--- src/hdl/d8fd_pkg.sv ---
package d8fd_pkg;

    // heights and derived widths
    localparam int HEIGHT_BITS = 16;
    localparam int CFG_DATA_W  = 16;
    localparam int CFG_IDX_W   = 2;
    localparam int DROP_W      = HEIGHT_BITS + 1;
    localparam int WEIGHT_W    = 16;
    localparam int SCORE_W     = DROP_W + WEIGHT_W;
    localparam int NUM_DIR     = 8;
    localparam int DIR_W       = 3;
    localparam int CODE_W      = 4;

    // 1/sqrt2 in Q0.16; orthogonal weight is a shift by WEIGHT_W
    localparam logic [WEIGHT_W-1:0] WEIGHT_DIAG = 16'd46341;

    // register indexes
    localparam logic [CFG_IDX_W-1:0] REG_SEA_LEVEL  = 2'd0;
    localparam logic [CFG_IDX_W-1:0] REG_FLAT_TOL   = 2'd1;

    // flow codes beyond the eight directions
    localparam logic [CODE_W-1:0] CODE_OCEAN    = 4'd8;
    localparam logic [CODE_W-1:0] CODE_BOUNDARY = 4'd9;
    localparam logic [CODE_W-1:0] CODE_FLAT     = 4'd10;
    localparam logic [CODE_W-1:0] CODE_PIT      = 4'd11;

    typedef logic [DIR_W-1:0] dir_t;
    typedef logic signed [HEIGHT_BITS-1:0] height_t;

    // one 3x3 window, neighbours in direction-code order
    typedef struct packed {
        height_t                            center;
        logic                               boundary;
        logic [NUM_DIR-1:0][HEIGHT_BITS-1:0] nb;
    } window_t;

    // weighted drop toward one neighbour
    typedef struct packed {
        logic signed [SCORE_W-1:0] score;
        dir_t                      dir;
    } cand_t;

    // per-cell class flags
    typedef struct packed {
        logic ocean;
        logic boundary;
        logic flat_ok;
    } cls_t;

endpackage

--- src/hdl/d8fd_cell_if.sv ---
interface d8fd_cell_if;
    import d8fd_pkg::*;

    logic    valid;
    logic    ready;
    height_t center_height;
    logic    at_boundary;
    height_t east_height;
    height_t southeast_height;
    height_t south_height;
    height_t southwest_height;
    height_t west_height;
    height_t northwest_height;
    height_t north_height;
    height_t northeast_height;

    modport source (
        output valid, center_height, at_boundary, east_height, southeast_height,
               south_height, southwest_height, west_height, northwest_height,
               north_height, northeast_height,
        input  ready
    );

    modport sink (
        input  valid, center_height, at_boundary, east_height, southeast_height,
               south_height, southwest_height, west_height, northwest_height,
               north_height, northeast_height,
        output ready
    );
endinterface

--- src/hdl/d8fd_flow_if.sv ---
interface d8fd_flow_if;
    import d8fd_pkg::*;

    logic              valid;
    logic              ready;
    logic [CODE_W-1:0] flow_code;

    modport source (
        output valid, flow_code,
        input  ready
    );

    modport sink (
        input  valid, flow_code,
        output ready
    );
endinterface

--- src/hdl/d8fd_cfg_if.sv ---
interface d8fd_cfg_if;
    import d8fd_pkg::*;

    logic                  valid;
    logic                  ready;
    logic [CFG_IDX_W-1:0]  index;
    logic [CFG_DATA_W-1:0] data;

    modport source (
        output valid, index, data,
        input  ready
    );

    modport sink (
        input  valid, index, data,
        output ready
    );
endinterface

--- src/hdl/d8fd_weight.sv ---
module d8fd_weight (
    input  d8fd_pkg::window_t                 win,
    input  logic [d8fd_pkg::CFG_DATA_W-1:0]   sea_level,
    input  logic [d8fd_pkg::CFG_DATA_W-1:0]   flat_tol,
    output d8fd_pkg::cand_t                   cand [d8fd_pkg::NUM_DIR],
    output d8fd_pkg::cls_t                    cls
);
    import d8fd_pkg::*;

    logic signed [SCORE_W-1:0] c_ext;
    logic signed [SCORE_W-1:0] sea_ext;
    logic signed [DROP_W-1:0]  tol_ext;
    logic signed [SCORE_W-1:0] diag_w;
    logic [NUM_DIR-1:0]        within_tol;

    // sign-extended centre and sea level for the ocean test
    assign c_ext   = {{(SCORE_W-HEIGHT_BITS){win.center[HEIGHT_BITS-1]}}, win.center};
    assign sea_ext = {{(SCORE_W-CFG_DATA_W){sea_level[CFG_DATA_W-1]}}, sea_level};
    assign tol_ext = {{(DROP_W-CFG_DATA_W){1'b0}}, flat_tol};
    assign diag_w  = {{(SCORE_W-WEIGHT_W){1'b0}}, WEIGHT_DIAG};

    // weighted drop and flat test per neighbour
    always_comb
    begin
        for (int i = 0; i < NUM_DIR; i++)
        begin
            logic signed [DROP_W-1:0]  c_d;
            logic signed [DROP_W-1:0]  n_d;
            logic signed [DROP_W-1:0]  drop;
            logic signed [DROP_W-1:0]  rise;
            logic signed [SCORE_W-1:0] drop_ext;
            logic signed [SCORE_W-1:0] prod;
            c_d      = {win.center[HEIGHT_BITS-1], win.center};
            n_d      = {win.nb[i][HEIGHT_BITS-1], win.nb[i]};
            drop     = c_d - n_d;
            rise     = n_d - c_d;
            drop_ext = {{(SCORE_W-DROP_W){drop[DROP_W-1]}}, drop};
            prod     = drop_ext * diag_w;
            cand[i].dir = DIR_W'(i);
            // odd codes are diagonal
            if (i % 2 == 1)
            begin
                cand[i].score = prod;
            end
            else
            begin
                cand[i].score = {drop, {WEIGHT_W{1'b0}}};
            end
            within_tol[i] = (rise <= tol_ext);
        end
    end

    assign cls.ocean    = (c_ext < sea_ext);
    assign cls.boundary = win.boundary;
    assign cls.flat_ok  = &within_tol;

endmodule

--- src/hdl/d8_flow_direction_unit.sv ---
// d8 flow direction classifier
// window channel: one 3x3 heightmap window per request (centre, edge flag and
// the eight neighbour heights, east first, clockwise through northeast)
// flow channel: one 4-bit flow code per window, in request order
//   0-7 steepest downhill direction, 8 ocean, 9 boundary, 10 flat, 11 pit
// cfg channel: register 0 sea level, register 1 flat tolerance; always ready,
//   write only while no window is in flight
// path: an accepted window passes the input register, weighting, two compare levels
//   and the result register before its code is on the flow channel
// throughput: one window per cycle while flow is not stalled, set by the five-stage pipeline
// stall: each stage holds while the next is full and stalled; empty stages
//   still fill, so up to five windows can sit in the block when flow stalls
// reset: clears all stage valids and both registers to zero
module d8_flow_direction_unit (
    input  logic        clk,
    input  logic        rst_n,
    d8fd_cell_if.sink   window,
    d8fd_flow_if.source flow,
    d8fd_cfg_if.sink    cfg
);
    import d8fd_pkg::*;

    logic [CFG_DATA_W-1:0] sea_level_reg;
    logic [CFG_DATA_W-1:0] flat_tol_reg;

    logic    win_vld_reg, wgt_vld_reg, red4_vld_reg, red2_vld_reg, out_vld_reg;
    logic    win_rdy, wgt_rdy, red4_rdy, red2_rdy, out_rdy;

    window_t win_reg;
    window_t win_next;
    cand_t   wgt_cand [NUM_DIR];
    cls_t    wgt_cls;
    cand_t   wgt_reg  [NUM_DIR];
    cls_t    wgt_cls_reg;
    cand_t   red4_next [NUM_DIR/2];
    cand_t   red4_reg  [NUM_DIR/2];
    cls_t    red4_cls_reg;
    cand_t   red2_next [NUM_DIR/4];
    cand_t   red2_reg  [NUM_DIR/4];
    cls_t    red2_cls_reg;
    cand_t   best;
    logic [CODE_W-1:0] code_next;
    logic [CODE_W-1:0] code_reg;

    // lower direction keeps a tie
    function automatic cand_t best_of(cand_t a, cand_t b);
        cand_t r;
        r = a;
        if ($signed(b.score) > $signed(a.score))
        begin
            r = b;
        end
        return r;
    endfunction

    // configuration registers
    assign cfg.ready = 1'b1;

    always_ff @(posedge clk or negedge rst_n)
    begin
        if (!rst_n)
        begin
            sea_level_reg <= '0;
            flat_tol_reg  <= '0;
        end
        else if (cfg.valid)
        begin
            unique case (cfg.index)
                REG_SEA_LEVEL: sea_level_reg <= cfg.data;
                REG_FLAT_TOL:  flat_tol_reg  <= cfg.data;
                default:       ;
            endcase
        end
    end

    // stage handshake: a stage loads when it is empty or its item moves on
    assign out_rdy      = !out_vld_reg  || flow.ready;
    assign red2_rdy     = !red2_vld_reg || out_rdy;
    assign red4_rdy     = !red4_vld_reg || red2_rdy;
    assign wgt_rdy      = !wgt_vld_reg  || red4_rdy;
    assign win_rdy      = !win_vld_reg  || wgt_rdy;
    assign window.ready = win_rdy;

    always_ff @(posedge clk or negedge rst_n)
    begin
        if (!rst_n)
        begin
            win_vld_reg  <= 1'b0;
            wgt_vld_reg  <= 1'b0;
            red4_vld_reg <= 1'b0;
            red2_vld_reg <= 1'b0;
            out_vld_reg  <= 1'b0;
        end
        else
        begin
            if (win_rdy)
            begin
                win_vld_reg <= window.valid;
            end
            if (wgt_rdy)
            begin
                wgt_vld_reg <= win_vld_reg;
            end
            if (red4_rdy)
            begin
                red4_vld_reg <= wgt_vld_reg;
            end
            if (red2_rdy)
            begin
                red2_vld_reg <= red4_vld_reg;
            end
            if (out_rdy)
            begin
                out_vld_reg <= red2_vld_reg;
            end
        end
    end

    // input register
    assign win_next.center   = window.center_height;
    assign win_next.boundary = window.at_boundary;
    assign win_next.nb[0]    = window.east_height;
    assign win_next.nb[1]    = window.southeast_height;
    assign win_next.nb[2]    = window.south_height;
    assign win_next.nb[3]    = window.southwest_height;
    assign win_next.nb[4]    = window.west_height;
    assign win_next.nb[5]    = window.northwest_height;
    assign win_next.nb[6]    = window.north_height;
    assign win_next.nb[7]    = window.northeast_height;

    always_ff @(posedge clk)
    begin
        if (win_rdy && window.valid)
        begin
            win_reg <= win_next;
        end
    end

    // weighted drops and class flags
    d8fd_weight u_weight (
        .win       (win_reg),
        .sea_level (sea_level_reg),
        .flat_tol  (flat_tol_reg),
        .cand      (wgt_cand),
        .cls       (wgt_cls)
    );

    always_ff @(posedge clk)
    begin
        if (wgt_rdy && win_vld_reg)
        begin
            wgt_reg     <= wgt_cand;
            wgt_cls_reg <= wgt_cls;
        end
    end

    // first compare level: eight to four
    always_comb
    begin
        for (int i = 0; i < NUM_DIR/2; i++)
        begin
            red4_next[i] = best_of(wgt_reg[2*i], wgt_reg[2*i+1]);
        end
    end

    always_ff @(posedge clk)
    begin
        if (red4_rdy && wgt_vld_reg)
        begin
            red4_reg     <= red4_next;
            red4_cls_reg <= wgt_cls_reg;
        end
    end

    // second compare level: four to two
    always_comb
    begin
        for (int i = 0; i < NUM_DIR/4; i++)
        begin
            red2_next[i] = best_of(red4_reg[2*i], red4_reg[2*i+1]);
        end
    end

    always_ff @(posedge clk)
    begin
        if (red2_rdy && red4_vld_reg)
        begin
            red2_reg     <= red2_next;
            red2_cls_reg <= red4_cls_reg;
        end
    end

    // last compare and class selection
    assign best = best_of(red2_reg[0], red2_reg[1]);

    always_comb
    begin
        priority if (red2_cls_reg.ocean)
        begin
            code_next = CODE_OCEAN;
        end
        else if (red2_cls_reg.boundary)
        begin
            code_next = CODE_BOUNDARY;
        end
        else if ($signed(best.score) > $signed({SCORE_W{1'b0}}))
        begin
            code_next = {{(CODE_W-DIR_W){1'b0}}, best.dir};
        end
        else if (red2_cls_reg.flat_ok)
        begin
            code_next = CODE_FLAT;
        end
        else
        begin
            code_next = CODE_PIT;
        end
    end

    // result register
    always_ff @(posedge clk)
    begin
        if (out_rdy && red2_vld_reg)
        begin
            code_reg <= code_next;
        end
    end

    assign flow.valid     = out_vld_reg;
    assign flow.flow_code = code_reg;

endmodule

--- src/flat_wrapper.sv ---
// flat-port wrapper written by rule: the top's interface ports become plain ports
module d8_flow_direction_unit_flat import d8fd_pkg::*;
  (clk, rst_n, window_valid, window_center_height, window_at_boundary, window_east_height, window_southeast_height, window_south_height, window_southwest_height, window_west_height, window_northwest_height, window_north_height, window_northeast_height, window_ready, flow_valid, flow_flow_code, flow_ready, cfg_valid, cfg_index, cfg_data, cfg_ready);
  d8fd_cell_if window_i ();
  d8fd_flow_if flow_i ();
  d8fd_cfg_if cfg_i ();
  input  logic clk;
  input  logic rst_n;
  input wire logic [$bits(window_i.valid)-1:0] window_valid;
  input wire logic [$bits(window_i.center_height)-1:0] window_center_height;
  input wire logic [$bits(window_i.at_boundary)-1:0] window_at_boundary;
  input wire logic [$bits(window_i.east_height)-1:0] window_east_height;
  input wire logic [$bits(window_i.southeast_height)-1:0] window_southeast_height;
  input wire logic [$bits(window_i.south_height)-1:0] window_south_height;
  input wire logic [$bits(window_i.southwest_height)-1:0] window_southwest_height;
  input wire logic [$bits(window_i.west_height)-1:0] window_west_height;
  input wire logic [$bits(window_i.northwest_height)-1:0] window_northwest_height;
  input wire logic [$bits(window_i.north_height)-1:0] window_north_height;
  input wire logic [$bits(window_i.northeast_height)-1:0] window_northeast_height;
  output wire logic [$bits(window_i.ready)-1:0] window_ready;
  output wire logic [$bits(flow_i.valid)-1:0] flow_valid;
  output wire logic [$bits(flow_i.flow_code)-1:0] flow_flow_code;
  input wire logic [$bits(flow_i.ready)-1:0] flow_ready;
  input wire logic [$bits(cfg_i.valid)-1:0] cfg_valid;
  input wire logic [$bits(cfg_i.index)-1:0] cfg_index;
  input wire logic [$bits(cfg_i.data)-1:0] cfg_data;
  output wire logic [$bits(cfg_i.ready)-1:0] cfg_ready;
  assign window_i.valid = window_valid;
  assign window_i.center_height = window_center_height;
  assign window_i.at_boundary = window_at_boundary;
  assign window_i.east_height = window_east_height;
  assign window_i.southeast_height = window_southeast_height;
  assign window_i.south_height = window_south_height;
  assign window_i.southwest_height = window_southwest_height;
  assign window_i.west_height = window_west_height;
  assign window_i.northwest_height = window_northwest_height;
  assign window_i.north_height = window_north_height;
  assign window_i.northeast_height = window_northeast_height;
  assign window_ready = window_i.ready;
  assign flow_valid = flow_i.valid;
  assign flow_flow_code = flow_i.flow_code;
  assign flow_i.ready = flow_ready;
  assign cfg_i.valid = cfg_valid;
  assign cfg_i.index = cfg_index;
  assign cfg_i.data = cfg_data;
  assign cfg_ready = cfg_i.ready;
  d8_flow_direction_unit u_core (.clk(clk), .rst_n(rst_n), .window(window_i), .flow(flow_i), .cfg(cfg_i));
endmodule
--- config.mk ---
export PLATFORM = sky130hd
export DESIGN_NAME = d8_flow_direction_unit_flat
export DESIGN_NICKNAME = d
export VERILOG_FILES = /design/src/hdl/d8fd_pkg.sv /design/src/hdl/d8fd_cell_if.sv /design/src/hdl/d8fd_flow_if.sv /design/src/hdl/d8fd_cfg_if.sv /design/src/hdl/d8fd_weight.sv /design/src/hdl/d8_flow_direction_unit.sv /design/src/flat_wrapper.sv
export SDC_FILE = /design/constraint.sdc
export NUM_CORES = 2
export LEC_CHECK = 0
export BUFFER_PORTS_ARGS = -buffer_cell sky130_fd_sc_hd__buf_2
export CELL_PAD_IN_SITES_DETAIL_PLACEMENT = 1
export CELL_PAD_IN_SITES_GLOBAL_PLACEMENT = 1
export CORE_AREA = 5 5 372 374
export CTS_BUF_LIST = sky130_fd_sc_hd__clkbuf_8 sky130_fd_sc_hd__clkbuf_16
export DETAILED_ROUTE_END_ITERATION = 8
export DIE_AREA = 0 0 377 379
export PLACE_DENSITY_LB_ADDON = 0.05
export SYNTH_ARGS = -nofsm -noshare
export SYNTH_HDL_FRONTEND = slang
export SYNTH_SLANG_ARGS = --single-unit
--- constraint.sdc ---
create_clock -name clk -period 19.7 [get_ports clk]
set_input_delay 3.94 -clock clk [delete_from_list [all_inputs] [get_ports clk]]
set_output_delay 3.94 -clock clk [all_outputs]
set_load 0.01 [all_outputs]
Word level (Yosys, flattened, before mapping)
Index checks and enable logic that the tools add are counted.

storage, ports and cells
  register bits after elaboration = 611
  input port bits = 168
  output and inout bits = 7
  logic and storage cells = 120

operators by class
  add/sub/neg operators = 16
  multiply operators = 4
  $lt $le $gt $ge = 17
  eq/ne operators = 1
  mux-type cells = 10
  reductions and logical operators = 20

operator list
  cell                    count
  $sub 16x16->17          16
  $mux 36                 7
  $gt 33x33->1            7
  $le 17x17->1            8
  $mul 17x17->33 const B  4
  $gt 33x1->1 const B     1
  $lt 16x16->1            1
  $reduce_and 8->1        1
  $logic_and 1x1->1       5
  $logic_not 1->1         5
  $logic_or 1x1->1        5
  $mux 4                  1
  $reduce_and 2->1        2
  $eq 2x1->1 const B      1
  $logic_not 2->1         1
  $mux 1                  2
  $reduce_or 2->1         1

Logic depth before layout (Yosys ltp)
  word-level depth = 7
  gate-level depth with buffers = 33
  depth with buffers taken out = 33

Modules after synthesis
From an unflattened synthesis, not the netlist that was laid out.

second synthesis, totals
  cell total of the unflattened synthesis = 6190
  area total of the unflattened synthesis = 65495.3 um^2

by module, submodules not included
  module                  times used  cells each  area each (um^2)  sequential area each (um^2)
  d8fd_weight             1           4330        35297.6           0.0
  d8_flow_direction_unit  1           1860        30197.7           20805.0

Least setup slack after synthesis
OpenSTA, ideal clock, no wires.

  path kind = input-to-reg
  start = in flow_ready
  end = reg u_core.wgt_cls_reg[0] in the netlist's numbering, enable pin
  arrival time = 8.778 ns
  required time = 19.111 ns
  setup slack = 10.333 ns
  cell stages on the path = 3
  cells stage by stage = nor2b_1 nand4_1 and2_1

on the way
  cells in the longest elaborated chain, start to end = 5

RTL lines
  item                  line                           RTL
  start, declared       flat_wrapper.sv:23             input wire logic [$bits(flow_i.ready)-1:0] flow_ready;
  $logic_or 1x1->1      d8_flow_direction_unit.sv:77   assign out_rdy = !out_vld_reg || flow.ready;
  $logic_or 1x1->1      d8_flow_direction_unit.sv:78   assign red2_rdy = !red2_vld_reg || out_rdy;
  $logic_or 1x1->1      d8_flow_direction_unit.sv:79   assign red4_rdy = !red4_vld_reg || red2_rdy;
  $logic_or 1x1->1      d8_flow_direction_unit.sv:80   assign wgt_rdy = !wgt_vld_reg || red4_rdy;
  $logic_and 1x1->1     d8_flow_direction_unit.sv:150  if (wgt_rdy && win_vld_reg)
  end signal, assigned  d8_flow_direction_unit.sv:153  wgt_cls_reg <= wgt_cls;
  end, declared         d8_flow_direction_unit.sv:34   cls_t wgt_cls_reg;

No other way between the ends.
A chain may end at the register's enable or synchronous reset.

Final worst setup path
  start = in flow_ready
  end = out window_ready

on the way
  cells in the longest elaborated chain, start to end = 5

RTL lines
  item              line                          RTL
  $logic_or 1x1->1  d8_flow_direction_unit.sv:77
  $logic_or 1x1->1  d8_flow_direction_unit.sv:78
  $logic_or 1x1->1  d8_flow_direction_unit.sv:79
  $logic_or 1x1->1  d8_flow_direction_unit.sv:80
  $logic_or 1x1->1  d8_flow_direction_unit.sv:81  assign win_rdy = !win_vld_reg || wgt_rdy;
  end, declared     flat_wrapper.sv:20            output wire logic [$bits(window_i.ready)-1:0] window_ready;

No other way between the ends.

==> results.py <==
metrics = {
    "outcome": {
        "outcome": "finished, final reports clean",
    },
    "clock_tree": {
        "cts_repair_resize_count": 0,
        "cts_buffers": 76,
        "cts_tree": "done",
        "clockRootBuffer": "clkbuf_16",
        "holdBufCountCts": 0,
        "htree_levels": 3,
        "cts.sinks": 601,
        "post_cts_buffers": 0,
        "clockBufferDepth": 3,
        "insertion_delay_ns": 0.71,
        "path_clk_slew_ns": 0.06,
    },
    "global_routing": {
        "met1_usage_pct": 36.3,
        "grt_remaining_overflow": 0,
        "met2_usage_pct": 47.2,
        "grt_pass1_wl_microns": 292000,
        "grt_max_degree": 80,
        "grt_pass1_vias": 46600,
        "globalRoute.busiestLayer": "met2",
        "met3_usage_pct": 4.25,
        "antenna_found_initial": 22,
        "grt_usage_pct": 27.5,
    },
    "worst_setup_path": {
        "ff2ff_setup_slack_ns": 10.25,
        "cp_slowest_cell": "nand4_1",
        "cp.arrival_ns": 5.65,
        "reg2reg_to": "u_core.wgt_reg[249]",
        "critPathMaxFanout": 5,
        "cp.required_ns": 15.76,
        "r2r-start": "u_core.win_reg[129]",
        "crit_chain": "buf_2, nor2b_1, nand4_1, inv_1, nand2_1, buf_2",
        "start_kind": "input pin",
        "crit_path_max_incr_delay_ns": 0.72,
        "reg2reg_depth": 33,
        "crit_top_cell": "buf_2",
        "end_kind": "output port",
        "path_class": "in -> out",
    },
    "route": {
        "first_iter_violations": 2911,
        "drc": 0,
        "first_pass_iters": 5,
        "final_antenna_net_count": 0,
        "viasPerCell": 5.50,
        "drt-wirelength-per-cell_microns": 24.7,
        "num_vias": 43900,
        "totalWireLength_microns": 197000,
    },
    "placement": {
        "numPortBuffers": 173,
        "gp_congestion": 0.892,
        "dpl_cell_area_sq_um": 63400,
        "dp_hpwl_microns": 158000,
    },
    "timing": {
        "clock-skew-final_ns": 0.0419,
        "hold_viol": 0,
        "slew-limit-headroom_pct": 13.9,
        "max_freq_mhz": 104,
        "tns_ns": 0,
        "worst_pin_slew_ns": 1.28,
        "rsz0062_at_grt": "no",
        "slew_viol_final": 0,
        "setup_viol": 0,
        "min_period_over_period_pct": 48.7,
        "fin_crit_ns": 9.59,
    },
    "flow_run": {
        "drv_cap": 0,
    },
    "yosys": {
        "synth_cells": 5915,
        "synth_compound_area_share_pct": 11.6,
        "ys.flop_type": "edfxtp_1",
        "synth_top_area_share_pct": 28.2,
        "synthSimpleGateAreaFrac_pct": 8.95,
        "ys_async_sr_fraction_pct": 6.16,
        "avgSynthCellArea_sq_um": 10.2,
        "synthTopCellsByArea": "edfxtp_1 (28%), ha_1 (22%), fa_1 (12%), inv_1 (7.4%), xnor2_1 (3.4%)",
        "synth_top_family_by_area": "adder cells",
        "synth_largest_area_cell": "edfxtp_1",
        "synth.distinct_cells": 79,
        "ys_seq_area_share_pct": 29.7,
        "syn_area_sq_um": 60100,
        "synthXorXnorAreaFrac_pct": 4.78,
        "synth_fa_ha_area_share_pct": 33.7,
        "synth_nets": 7491,
        "synth-seq-cells": 601,
        "synth_edf_count": 564,
        "synthMuxAreaShare_pct": 3.17,
        "ys_warn_count": 0,
    },
    "final_layout": {
        "fillCellCount": 14900,
        "fin_nets": 7717,
        "stdcell_area_sq_um": 66000,
        "largest_register_ffs": 200,
        "syn_to_final_growth_pct": 9.83,
        "seqCellArea_sq_um": 17900,
        "drive_gt1_share_pct": 9.30,
        "multi_input_area_sq_um": 37400,
    },
    "hold_path": {
        "holdCritPathClass": "reg -> reg",
        "hold_end": "u_core.red4_cls_reg[0]",
        "hold_depth": 0,
        "hold_path.startpoint": "u_core.wgt_cls_reg[0]",
    },
    "die": {
        "rows": 135,
        "io_pins": 175,
        "die_area_sq_um": 143000,
        "start_util_pct": 44.6,
        "core_area_sq_um": 135000,
        "die_y_microns": 379,
        "die_w_microns": 377,
    },
}
[critical path: cells and delay by family]
family	cells	cell delay, ns
simple gates	3	1.17
buf+inv	3	0.52
[per-layer routing]
| layer | vias up | part of all wire, % |
|---|---|---|
| li1 | 20600 | - |
| met1 | 22200 | 44 |
| met2 | 893 | 48 |
| met3 | 253 | 5.1 |
| met4 | 8 | 2.9 |
| met5 | - | 0.023 |
[metrics by stage]
step / setup slack, ns / utilization [%] / std cells / hold WS, ns
global route: 9.69 / 49.0 / 7986 / 0.435
finish: 10.11 / 49.0 / 7990 / 0.429
global placement: 10.32 / 47.1 / 7844 / 0.406
detailed placement: 10.20 / 47.1 / 7844 / 0.415
floorplan: 10.33 / - / 5915 / 0.400
CTS: 10.18 / 49.0 / 7986 / 0.428
[synth_stat cells (12+ instances only)]
library cell	n
a21oi_1	317
a21boi_0	31
xor2_1	93
or3_1	22
nor4_1	31
o21a_1	75
nor2_1	234
nor2b_1	104
and2_1	101
ha_1	1056
nand3_1	58
dfrtp_1	37
a21o_1	146
nand2_1	182
a221oi_1	15
fa_1	352
inv_1	1185
o211ai_1	25
edfxtp_1	564
nand2b_1	66
o21bai_1	47
and4_1	12
clkbuf_1	95
a211oi_1	30
mux2_2	156
mux2i_1	15
and3_1	48
a2111oi_0	13
o21ai_0	230
a31oi_1	22
nor3_1	67
nand4_1	67
xnor2_1	235
[layout make-up]
type | count | area share (%)
tap | 1781 | 3.38
antenna | 4 | 0.0152
clock inverter | 66 | 1.02
timing repair buffer | 256 | 2.26
clock buffer | 76 | 2.88
sequential | 601 | 27.1
multi-input combinational | 4021 | 56.7
inverter | 1185 | 6.74
[worst max path at each step]
stage | startpoint | to | cells after the start
floorplan | flow_ready | u_core.wgt_cls_reg[0] | 3
global placement | flow_ready | window_ready | 6
detailed placement | u_core.win_reg[129] | u_core.wgt_reg[178] | 32
CTS | u_core.win_reg[129] | u_core.wgt_reg[178] | 32
global route | u_core.win_reg[129] | u_core.wgt_reg[178] | 32
finish | flow_ready | window_ready | 6
[cells in the final DEF, fill, tap and decap left out, drive strengths merged, types with 66 or more instances in the layout]
cell / count
inv: 1201
ha: 1056
edfxtp: 564
fa: 352
a21oi: 317
buf: 256
o21ai: 236
xnor2: 235
nor2: 234
nand2: 182
mux2: 156
a21o: 146
nor2b: 104
and2: 101
xor2: 93
clkbuf: 76
o21a: 75
nand4: 67
nor3: 67
nand2b: 66
[cells by family (layout without fill, tap and decap cells)]
logic type / after synthesis / in the layout
flops: 601 / 601
compound gates: 1079 / 1079
other cells: 1 / 5
buf+inv: 1293 / 1583
simple gates: 1034 / 1034
fa+ha+maj: 1408 / 1408
mux: 171 / 171
xor+xnor: 328 / 328
Power is not shown: default switching activity piles up to over one toggle a cycle in this logic, so the estimate is an artifact.
